--- src/hdl/mbsp_pkg.sv ---
// Shared types, constants and the status length decode for the MIDI byte stream parser.
`default_nettype none
package mbsp_pkg;

  localparam int SYSEX_BUFFER_BYTES = 256;
  localparam int QUEUE_DEPTH = 4;

  localparam logic [1:0] KIND_MSG   = 2'd0;
  localparam logic [1:0] KIND_RT    = 2'd1;
  localparam logic [1:0] KIND_SYSEX = 2'd2;

  localparam logic [7:0] ST_SYSEX = 8'hF0;
  localparam logic [7:0] ST_EOX   = 8'hF7;
  localparam logic [7:0] RT_FIRST = 8'hF8;

  localparam logic [1:0] SYS_LEN [16] = '{
    2'd0, 2'd2, 2'd3, 2'd2, 2'd0, 2'd0, 2'd1, 2'd0,
    2'd1, 2'd0, 2'd1, 2'd1, 2'd1, 2'd0, 2'd1, 2'd0
  };

  typedef struct packed {
    logic [1:0] kind;
    logic [1:0] msg_length;
    logic [7:0] first_byte;
    logic [6:0] second_byte;
    logic [6:0] third_byte;
    logic       sysex_end;
  } result_t;

  typedef struct packed {
    logic    vld0;
    logic    vld1;
    result_t r0;
    result_t r1;
  } result_pair_t;

  function automatic logic [1:0] status_length(input logic [7:0] b);
    logic [1:0] len;
    if (!b[7]) begin
      len = 2'd0;
    end else if (b[7:6] == 2'b10) begin
      len = 2'd3;
    end else if (b[7:5] == 3'b110) begin
      len = 2'd2;
    end else if (b[7:4] == 4'hE) begin
      len = 2'd3;
    end else begin
      len = SYS_LEN[b[3:0]];
    end
    return len;
  endfunction

endpackage
`default_nettype wire

--- src/hdl/midi_byte_stream_parser.sv ---
// Top level of the MIDI byte stream parser with running status.
// A result is written into the result queue when its input beat is taken and is
// offered from the queue head. Throughput: one byte per cycle while input is not
// stalled; a status byte that closes a sysex can give two results, and input is
// stalled while three or more results wait. Synchronous reset clears running
// status, length, position, sysex fill and the result queue.
`default_nettype none
module midi_byte_stream_parser #(
  parameter int SYSEX_BUFFER_BYTES = mbsp_pkg::SYSEX_BUFFER_BYTES
) (
  input  wire logic       clk,
  input  wire logic       rst,
  input  wire logic       in_valid,
  output logic            in_stall,
  input  wire logic [7:0] in_byte,
  output logic            out_valid,
  input  wire logic       out_stall,
  output logic [1:0]      kind,
  output logic [1:0]      msg_length,
  output logic [7:0]      first_byte,
  output logic [6:0]      second_byte,
  output logic [6:0]      third_byte,
  output logic            sysex_end
);

  mbsp_pkg::result_pair_t res;
  mbsp_pkg::result_t      head;
  logic                   full;
  logic                   beat_acc;

  assign in_stall = full;
  assign beat_acc = in_valid && !full;

  mbsp_parse #(
    .SYSEX_BUFFER_BYTES(SYSEX_BUFFER_BYTES)
  ) u_parse (
    .clk      (clk),
    .rst      (rst),
    .beat_acc (beat_acc),
    .in_byte  (in_byte),
    .res      (res)
  );

  mbsp_queue u_queue (
    .clk        (clk),
    .rst        (rst),
    .beat_acc   (beat_acc),
    .res        (res),
    .full       (full),
    .head_vld   (out_valid),
    .head_stall (out_stall),
    .head       (head)
  );

  assign kind        = head.kind;
  assign msg_length  = head.msg_length;
  assign first_byte  = head.first_byte;
  assign second_byte = head.second_byte;
  assign third_byte  = head.third_byte;
  assign sysex_end   = head.sysex_end;

endmodule
`default_nettype wire

--- src/hdl/mbsp_parse.sv ---
// Per-byte framing logic and running status state.
`default_nettype none
module mbsp_parse #(
  parameter int SYSEX_BUFFER_BYTES = mbsp_pkg::SYSEX_BUFFER_BYTES
) (
  input  wire logic                 clk,
  input  wire logic                 rst,
  input  wire logic                 beat_acc,
  input  wire logic [7:0]           in_byte,
  output mbsp_pkg::result_pair_t    res
);

  localparam int FW = $clog2(SYSEX_BUFFER_BYTES);
  localparam logic [FW-1:0] FILL_MAX = FW'(SYSEX_BUFFER_BYTES - 1);

  logic [7:0]    running_status, running_status_next;
  logic [1:0]    expected_length, expected_length_next;
  logic [1:0]    byte_position, byte_position_next;
  logic [7:0]    mb0, mb0_next;
  logic [6:0]    mb1, mb1_next;
  logic [6:0]    mb2, mb2_next;
  logic [FW-1:0] sysex_fill, sysex_fill_next;

  mbsp_pkg::result_t main_res;
  mbsp_pkg::result_t close_res;
  logic              main_vld;
  logic              close_vld;
  logic [1:0]        pos;
  logic [2:0]        pos1;

  always_comb begin
    running_status_next  = running_status;
    expected_length_next = expected_length;
    byte_position_next   = byte_position;
    mb0_next             = mb0;
    mb1_next             = mb1;
    mb2_next             = mb2;
    sysex_fill_next      = sysex_fill;
    main_vld             = 1'b0;
    close_vld            = 1'b0;
    main_res             = '0;
    close_res            = '{kind: mbsp_pkg::KIND_SYSEX, msg_length: 2'd1,
                             first_byte: mbsp_pkg::ST_EOX, second_byte: 7'd0,
                             third_byte: 7'd0, sysex_end: 1'b1};
    pos                  = byte_position;
    pos1                 = 3'd0;
    if (in_byte >= mbsp_pkg::RT_FIRST) begin
      main_vld            = 1'b1;
      main_res.kind       = mbsp_pkg::KIND_RT;
      main_res.msg_length = 2'd1;
      main_res.first_byte = in_byte;
    end else if (running_status == mbsp_pkg::ST_SYSEX && !in_byte[7]) begin
      if (sysex_fill < FILL_MAX) begin
        sysex_fill_next     = sysex_fill + FW'(1);
        main_vld            = 1'b1;
        main_res.kind       = mbsp_pkg::KIND_SYSEX;
        main_res.msg_length = 2'd1;
        main_res.first_byte = in_byte;
      end
    end else begin
      close_vld = (running_status == mbsp_pkg::ST_SYSEX);
      if (in_byte[7]) begin
        running_status_next  = in_byte;
        expected_length_next = mbsp_pkg::status_length(in_byte);
        pos                  = 2'd0;
        byte_position_next   = 2'd0;
        if (in_byte == mbsp_pkg::ST_SYSEX) begin
          sysex_fill_next     = FW'(1);
          main_vld            = 1'b1;
          main_res.kind       = mbsp_pkg::KIND_SYSEX;
          main_res.msg_length = 2'd1;
          main_res.first_byte = mbsp_pkg::ST_SYSEX;
        end
      end
      if (expected_length_next != 2'd0) begin
        case (pos)
          2'd0:    mb0_next = in_byte;
          2'd1:    mb1_next = in_byte[6:0];
          2'd2:    mb2_next = in_byte[6:0];
          default: mb0_next = mb0;
        endcase
        pos1               = {1'b0, pos} + 3'd1;
        byte_position_next = pos1[1:0];
        if (pos1 >= {1'b0, expected_length_next}) begin
          main_vld             = 1'b1;
          main_res.kind        = mbsp_pkg::KIND_MSG;
          main_res.msg_length  = expected_length_next;
          main_res.first_byte  = mb0_next;
          main_res.second_byte = (expected_length_next >= 2'd2) ? mb1_next : 7'd0;
          main_res.third_byte  = (expected_length_next == 2'd3) ? mb2_next : 7'd0;
          byte_position_next   = 2'd1;
        end
      end
    end
  end

  always_comb begin
    res.vld0 = close_vld || main_vld;
    res.vld1 = close_vld && main_vld;
    res.r0   = close_vld ? close_res : main_res;
    res.r1   = main_res;
  end

  always_ff @(posedge clk) begin
    if (rst) begin
      running_status  <= '0;
      expected_length <= '0;
      byte_position   <= '0;
      sysex_fill      <= '0;
    end else if (beat_acc) begin
      running_status  <= running_status_next;
      expected_length <= expected_length_next;
      byte_position   <= byte_position_next;
      sysex_fill      <= sysex_fill_next;
    end
  end

  always_ff @(posedge clk) begin
    if (beat_acc) begin
      mb0 <= mb0_next;
      mb1 <= mb1_next;
      mb2 <= mb2_next;
    end
  end

`ifndef SYNTH
  a_pos_range: assert property (@(posedge clk) disable iff (rst)
    byte_position != 2'd3)
    else $error("byte position out of range");

  a_fill_range: assert property (@(posedge clk) disable iff (rst)
    sysex_fill <= FILL_MAX)
    else $error("sysex fill past buffer limit");

  a_sysex_nolen: assert property (@(posedge clk) disable iff (rst)
    running_status == mbsp_pkg::ST_SYSEX |-> expected_length == 2'd0)
    else $error("message framing active inside sysex");
`endif

endmodule
`default_nettype wire

--- src/hdl/mbsp_queue.sv ---
// Result queue that takes up to two results per beat and hands out one per beat.
`default_nettype none
module mbsp_queue (
  input  wire logic                 clk,
  input  wire logic                 rst,
  input  wire logic                 beat_acc,
  input  mbsp_pkg::result_pair_t    res,
  output logic                      full,
  output logic                      head_vld,
  input  wire logic                 head_stall,
  output mbsp_pkg::result_t         head
);

  localparam int PW = $clog2(mbsp_pkg::QUEUE_DEPTH);
  localparam int CW = PW + 1;

  mbsp_pkg::result_t q [mbsp_pkg::QUEUE_DEPTH];
  logic [PW-1:0] wp;
  logic [PW-1:0] rp;
  logic [CW-1:0] count, count_next;
  logic          push0;
  logic          push1;
  logic          pop;

  assign push0 = beat_acc && res.vld0;
  assign push1 = beat_acc && res.vld1;
  assign pop   = (count != '0) && !head_stall;

  assign full     = count > CW'(mbsp_pkg::QUEUE_DEPTH - 2);
  assign head_vld = count != '0;
  assign head     = q[rp];

  always_comb begin
    count_next = count + CW'(push0) + CW'(push1) - CW'(pop);
  end

  always_ff @(posedge clk) begin
    if (rst) begin
      wp    <= '0;
      rp    <= '0;
      count <= '0;
    end else begin
      wp    <= wp + PW'(push0) + PW'(push1);
      rp    <= rp + PW'(pop);
      count <= count_next;
    end
  end

  always_ff @(posedge clk) begin
    if (push0) begin
      q[wp] <= res.r0;
    end
    if (push1) begin
      q[wp + PW'(1)] <= res.r1;
    end
  end

`ifndef SYNTH
  a_count_range: assert property (@(posedge clk) disable iff (rst)
    count <= CW'(mbsp_pkg::QUEUE_DEPTH))
    else $error("result queue overflow");

  a_pair_room: assert property (@(posedge clk) disable iff (rst)
    push1 |-> count <= CW'(mbsp_pkg::QUEUE_DEPTH - 2))
    else $error("two results pushed without room");

  a_head_hold: assert property (@(posedge clk) disable iff (rst)
    head_vld && head_stall |=> head_vld && $stable(head))
    else $error("stalled result beat changed");
`endif

endmodule
`default_nettype wire
--- config.mk ---
export PLATFORM = sky130hd
export DESIGN_NAME = midi_byte_stream_parser
export DESIGN_NICKNAME = d
export VERILOG_FILES = /design/src/hdl/mbsp_pkg.sv /design/src/hdl/midi_byte_stream_parser.sv /design/src/hdl/mbsp_parse.sv /design/src/hdl/mbsp_queue.sv
export SDC_FILE = /design/constraint.sdc
export NUM_CORES = 1
export LEC_CHECK = 0
export BUFFER_PORTS_ARGS = -buffer_cell sky130_fd_sc_hd__clkbuf_2
export CAP_MARGIN = 15
export CORE_AREA = 2 2 115 117
export CTS_BUF_LIST = sky130_fd_sc_hd__clkbuf_2 sky130_fd_sc_hd__clkbuf_4 sky130_fd_sc_hd__clkbuf_8
export DETAILED_ROUTE_END_ITERATION = 6
export DIE_AREA = 0 0 117 119
export GPL_TIMING_DRIVEN = 0
export PLACE_DENSITY = 0.9
export SYNTH_ARGS = -nofsm -noshare
export SYNTH_HDL_FRONTEND = slang
export SYNTH_SLANG_ARGS = --single-unit
--- constraint.sdc ---
create_clock -name clk -period 4.4 [get_ports clk]
set_clock_uncertainty 0.1 [all_clocks]
set_input_delay 0.22 -clock clk [delete_from_list [all_inputs] [get_ports clk]]
set_output_delay 0.22 -clock clk [all_outputs]
set_load 0.01 [all_outputs]
## Word level (Yosys, flattened, before mapping)

Memories as Yosys holds them, arrays and structs flattened. A register that Yosys moved wholly into a read port is not among the register bits.
Cells that the tools add are included.

- Register bits: 49
- Bits in latches: 0
- Memory bits (writable): 108
- Bits in read-only memories: 32
- Output and inout bits: 29
- Word-level logic and storage cells: 104
- Memories kept: 2

- $add $sub $neg: 9
- Multipliers: 0
- Div/mod/pow operators: 0
- Order comparisons: 6
- Equal/unequal tests: 9
- Shift-type cells: 0
- Muxes and demuxes: 46
- Bitwise operators: 3
- Reduce and logical (&&, ||, !) cells: 19

Memories:

| memory | depth | bits a word | rd ports | clocked after memory_dff | wr ports | RTL line | RTL |
|---|---|---|---|---|---|---|---|
| u_queue.q | 4 | 27 | 1 | 1 | 2 | mbsp_queue.sv:17 | `mbsp_pkg::result_t q [mbsp_pkg::QUEUE_DEPTH];` |
| (no name shown) | 16 | 2 | 1 | 0 | 0 | mbsp_pkg.sv:48 | `len = SYS_LEN[b[3:0]];` |

Operators by type and width:

| kind | number |
|---|---|
| $mux W12 | 5 |
| $mux W26 | 2 |
| $mux W8 | 5 |
| $mux W14 | 2 |
| $mux W2 | 14 |
| $mux W7 | 4 |
| $mux W27 | 1 |
| $eq A8 B8 Y1 const B | 2 |
| $mux W1 | 13 |
| $add A8 B1 Y8 const B | 1 |
| $ge A8 B8 Y1 const B | 1 |
| $lt A8 B8 Y1 const B | 1 |
| $reduce_and A4 Y1 | 2 |
| $add A2 B1 Y2 | 3 |
| $add A3 B1 Y3 | 2 |
| $eq A2 B2 Y1 const B | 3 |
| $logic_and A1 B1 Y1 | 6 |
| $reduce_bool A2 Y1 | 3 |
| $ge A5 B5 Y1 const B | 1 |
| $not A4 Y5 | 1 |
| $reduce_and A5 Y1 | 1 |
| $eq A4 B4 Y1 const B | 1 |
| $add A2 B1 Y3 const B | 1 |
| $eq A3 B3 Y1 const B | 1 |
| 13 further kinds | 16 |

## Logic depth before layout (Yosys ltp)

- Depth in word-level cells: 20
- Gate-level depth with buffers: 17
- Gate-level depth less buffers: 15

## Cells and area by module

From an unflattened synthesis, not the netlist that was laid out.

- Cell total of the unflattened synthesis: 597
- Area, all modules: 8338.0 um2

By module, submodules not included:

| module | instances | cells an instance | area each (um2) |
|---|---|---|---|
| mbsp_queue | 1 | 309 | 5801.8 |
| mbsp_parse | 1 | 287 | 2522.4 |
| midi_byte_stream_parser | 1 | 1 | 13.8 |

## Worst setup path before layout

OpenSTA, ideal clock, no wires.

- Path kind: input -> register
- Start: input in_byte[7]
- End: register u_queue.count[2]
- Setup time: 0.128 ns
- Arrival time: 3.617 ns
- Slack: 0.556 ns
- Stages: 16
- Buffers on the path: 2
- Path through: buf_2 > and4_1 > o31a_1 > nor2_1 > fa_1 > o31a_1 > a21oi_2 > a211o_4 > buf_6 > nand2_1 > ha_1 > inv_1 > fa_1 > fa_1 > xor2_1 > nor2_1

- Longest elaborated chain between the ends: 17

Ends and longest elaborated chain:

| what | RTL line | RTL |
|---|---|---|
| start, declared | midi_byte_stream_parser.sv:15 | `input wire logic [7:0] in_byte,` |
| $eq A4 B4 Y1 | mbsp_pkg.sv:45 | `end else if (b[7:4] == 4'hE) begin` |
| $mux W2 | mbsp_pkg.sv:45 |  |
| $mux W2 | mbsp_pkg.sv:43 | `end else if (b[7:5] == 3'b110) begin` |
| $mux W2 | mbsp_pkg.sv:41 | `end else if (b[7:6] == 2'b10) begin` |
| $mux W2 | mbsp_parse.sv:62 | `if (in_byte[7]) begin` |
| $mux W2 | mbsp_parse.sv:52 | `end else if (running_status == mbsp_pkg::ST_SYSEX && !in_byte[7]) begin` |
| $mux W2 | mbsp_parse.sv:47 | `if (in_byte >= mbsp_pkg::RT_FIRST) begin` |
| $ge A3 B2 Y1 | mbsp_parse.sv:84 | `if (pos1 >= {1'b0, expected_length_next}) begin` |
| $mux W1 | mbsp_parse.sv:84 |  |
| $mux W1 | mbsp_parse.sv:75 | `if (expected_length_next != 2'd0) begin` |
| $mux W1 | mbsp_parse.sv:52 |  |
| $mux W1 | mbsp_parse.sv:47 |  |
| $logic_or A1 B1 Y1 | mbsp_parse.sv:98 | `res.vld0 = close_vld \|\| main_vld;` |
| $logic_and A1 B1 Y1 | mbsp_queue.sv:25 | `assign push0 = beat_acc && res.vld0;` |
| $add A3 B1 Y3 | mbsp_queue.sv:34 | `count_next = count + CW'(push0) + CW'(push1) - CW'(pop);` |
| $add A3 B1 Y3 * | mbsp_queue.sv:34 |  |
| $sub A3 B1 Y3 * | mbsp_queue.sv:34 |  |
| end signal, assigned | mbsp_queue.sv:45 | `count <= count_next;` |
| end, declared | mbsp_queue.sv:20 | `logic [CW-1:0] count, count_next;` |

Mark *: on every way between the ends. The rest lies on a longest branch, timed or not. The select of a mux whose other input is x is not followed.
A chain may end at the register's enable or synchronous reset.

## Worst setup path in the final report

- Start: register u_parse.expected_length[1]
- End: register u_queue.count[2]

- Longest elaborated chain between the ends: 13

Ends and longest elaborated chain:

| what | RTL line | RTL |
|---|---|---|
| start, declared | mbsp_parse.sv:17 | `logic [1:0] expected_length, expected_length_next;` |
| start signal, assigned | mbsp_parse.sv:112 | `expected_length <= expected_length_next;` |
| $mux W2 * | mbsp_parse.sv:62 |  |
| $mux W2 * | mbsp_parse.sv:52 |  |
| $mux W2 * | mbsp_parse.sv:47 |  |
| $ge A3 B2 Y1 | mbsp_parse.sv:84 |  |
| $mux W1 | mbsp_parse.sv:84 |  |
| $mux W1 * | mbsp_parse.sv:75 |  |
| $mux W1 * | mbsp_parse.sv:52 |  |
| $mux W1 * | mbsp_parse.sv:47 |  |
| $logic_or A1 B1 Y1 | mbsp_parse.sv:98 |  |
| $logic_and A1 B1 Y1 | mbsp_queue.sv:25 |  |
| $add A3 B1 Y3 | mbsp_queue.sv:34 |  |
| $add A3 B1 Y3 * | mbsp_queue.sv:34 |  |
| $sub A3 B1 Y3 * | mbsp_queue.sv:34 |  |

Marked as above.

==> flow_summary.ini <==
[yosys]
syn_area_per_cell_um2 = 13.11
synth_ff_type = edfxtp_1
synthArstFlopShare = 0
ys_types = 65
ys_ff_latch = 157
synth_largest_area_cell = edfxtp_1
ys_warn_count = 0
synth_cells = 574
netlist_top_cells_area = edfxtp_1 (50%), dfxtp_1 (8.2%), mux4_2 (8.1%)
synth_nets = 599
synth.most_common_cell = edfxtp_1
netlist_area_um2 = 7525
synth-edff-count = 126
ys_seq_area_frac = 0.5853
synth_commonest_cells = edfxtp_1 (126), a21oi_1 (76), nor2_1 (63)
synth_top_area_frac = 0.5028

[final_layout]
drive_gt1_frac = 0.2512
insertedDiodeCount = 0
fin_nets = 661
area_growth_syn_to_layout_pct = 12.87
fin_area_um2 = 8493
fin_cells = 825

[power_and_ir_drop]
max-vdd-ir-drop_uv = 435.3
pwr-share-seq = 0.432
power.switching_uw = 1349
power.internal_uw = 2946
p_leak_uw = 0.002824
p_sw_frac = 0.3141
power.density_nw_per_um2 = 505.7
power_frac_clock = 0.268
combPwrFrac = 0.300

[die]
die_h_um = 119
dieArea_um2 = 13920
start_util = 0.5845
die_w_um = 117
rows = 42
coreArea_um2 = 12870
ios = 41

[placed_design]
portBuffers = 36
placed_area_um2 = 7949
placed_cells = 788
place_hpwl_um = 12550
finalWeightedCongestion = 0.9649
pre_cts_slack_ns = -0.06346

[setup_path]
cp-start-kind = flop
cp_data_required_time_ns = 4.64
r2r_slack_ns = 0.44
crit_path_start = u_parse.expected_length[1]
r2r-start = u_parse.expected_length[1]
worst_setup_path_end_kind = flop
path_cells = nor2_1 > nor2_1 > fa_1 > o31a_1 > a21oi_2 > a211o_4 > buf_6 > nand2_1 > ha_1 > inv_1 > fa_1 > fa_1 > xor2_1 > nor2_1
reg2reg_depth = 14
reg2reg_to = u_queue.count[2]
crit_type = flop to flop
critPathArrivalTime_ns = 4.19
crit_path_max_fanout = 10
crit_slowest_cell = fa_1
max_stage_delay_ns = 0.52

[clock_tree]
clk_pin_slew_ns = 0.08
clock_sinks = 157
cts_buffers = 17
cts_tree = built
cts_buffer_depth = 2
clk_latency_ns = 0.46
cts-root-buf = clkbuf_8
h-tree-depth = 4

[drt]
vias = 5348
drt_iter0_drc = 573
post_drt_via_cell_ratio = 6.482
postRouteAntennaNets = 0
avgRoutedWirePerCell_um = 22.32
routed_wl_um = 18410
route.detailed.drc = 0
firstDrtPassIters = 6

[sta]
relSlewSlack = 0.2330
fmax_ghz = 0.2528
finalHoldViolCount = 0
fin_ws_ns = 0.4446
timing.final.crit_share = 0.8989
worst_pin_slew_ns = 1.141
setup_viol = 0
rsz0062_at_grt = no
fin_crit_ns = 3.955
report.final.slew_viol_count = 0
setup_tns_ns = 0

[global_routing]
grt-ovfl-total = 0
grt_max_degree = 27
grt_first_pass_wirelength_um = 28360
grt_use_total = 0.2777
first_global_vias = 5340
antenna_found_initial = 0

[hold_path]
min_path_cells = 3
hold_class = input pin to flop
min_from = in_byte[0]
min_to = u_parse.running_status[0]

[flow_run]
cap_violations = 0

[outcome]
status = complete, no violations
==> registers in the layout, summed over array words and instances (netlist names) <==
signal / count
u_parse.sysex_fill: 8
u_parse.byte_position: 2
u_parse.running_status: 8
u_queue.q: 108
u_parse.mb1: 7
u_parse.expected_length: 2
u_queue.rp: 2
u_queue.wp: 2
u_parse.mb0: 8
u_parse.mb2: 7
u_queue.count: 3
==> routing by layer <==
| metal | routed length [um] | GRT usage |
|---|---|---|
| met3 | 1991 | 0.06972 |
| met1 | 6847 | 0.3704 |
| met4 | 711 | 0.1338 |
| met5 | 0 | 0 |
| met2 | 8862 | 0.4270 |
==> power by group through the flow <==
stage | Clock, uW | Sequential, uW | Combinational, uW
2_1_floorplan | 0 | 1860 | 881
3_3_place_gp | 0 | 1870 | 1190
3_5_place_dp | 0 | 1890 | 1250
4_1_cts | 1150 | 1860 | 1260
5_1_grt | 1210 | 1870 | 1380
6_report | 1150 | 1860 | 1290
==> how the worst max path moves through the flow <==
stage,end,depth (start not counted)
3_5_place_dp,u_queue.q[1][5],10
5_1_grt,u_queue.count[2],14
6_report,u_queue.count[2],14
3_3_place_gp,u_queue.q[1][2],10
2_1_floorplan,u_queue.count[2],16
4_1_cts,u_queue.q[1][5],8
==> what timing repair did <==
| action | 4_1_cts | 5_1_grt |
|---|---|---|
| hold buffers | 1 | 0 |
| endpoints found under the hold margin | 1 | 0 |
| resized for setup | 0 | 0 |
| buffers inserted | 0 | 0 |
==> logic make-up after synthesis <==
logic type      count (synthesis)  synth area share
simple gates                  159            0.1086
flops                         157            0.5853
compound gates                135            0.1199
mux                            54            0.1204
buf+inv                        47           0.02976
fa+ha+maj                      13           0.02561
xor+xnor                        9           0.01048
==> per-stage QoR <==
stage               power [uW]  hold slack, ns  utilization
floorplan                 2742          0.1916            -
global placement          3063          0.3354       0.6155
detailed placement        3141          0.3439       0.6174
CTS                       4266         0.07804       0.6511
global route              4453          0.1062       0.6597
finish                    4295          0.1082       0.6597
==> critical path: cells and delay by family, from the launching register on <==
family	cells	cell delay (ns)
and+or+nand+nor	4	0.62
buffers and inverters	2	0.23
adders and majority gates	4	1.59
xor gates and xnor gates	1	0.17
AOI/OAI and AO/OA	3	0.80
DFF	1	0.31
==> cell usage in the layout (no fill, tap or decap), drive strengths merged, types with 5 or more instances in the layout <==
cell type	n
nor2b	5
xnor2	7
mux2i	5
nand2	25
a21oi	80
o21a	5
a21o	5
dfxtp	31
ha	9
buf	25
o21ai	10
mux2	22
clkbuf	70
inv	18
edfxtp	126
mux4	27
and2	8
nand3	18
nor2	63
nor3	13
==> layout make-up <==
class                      instances  area (um2)
buffer                            31       163.9
inverter                          16       60.06
clock buffer                      22       290.3
clock inverter                    10       133.9
tap                              176       220.2
multi-input combinational        370        2902
sequential                       157        4404
fill                             874        4382
timing repair buffer              43       319.1
Note: power is estimated with default switching activity, not from simulation.
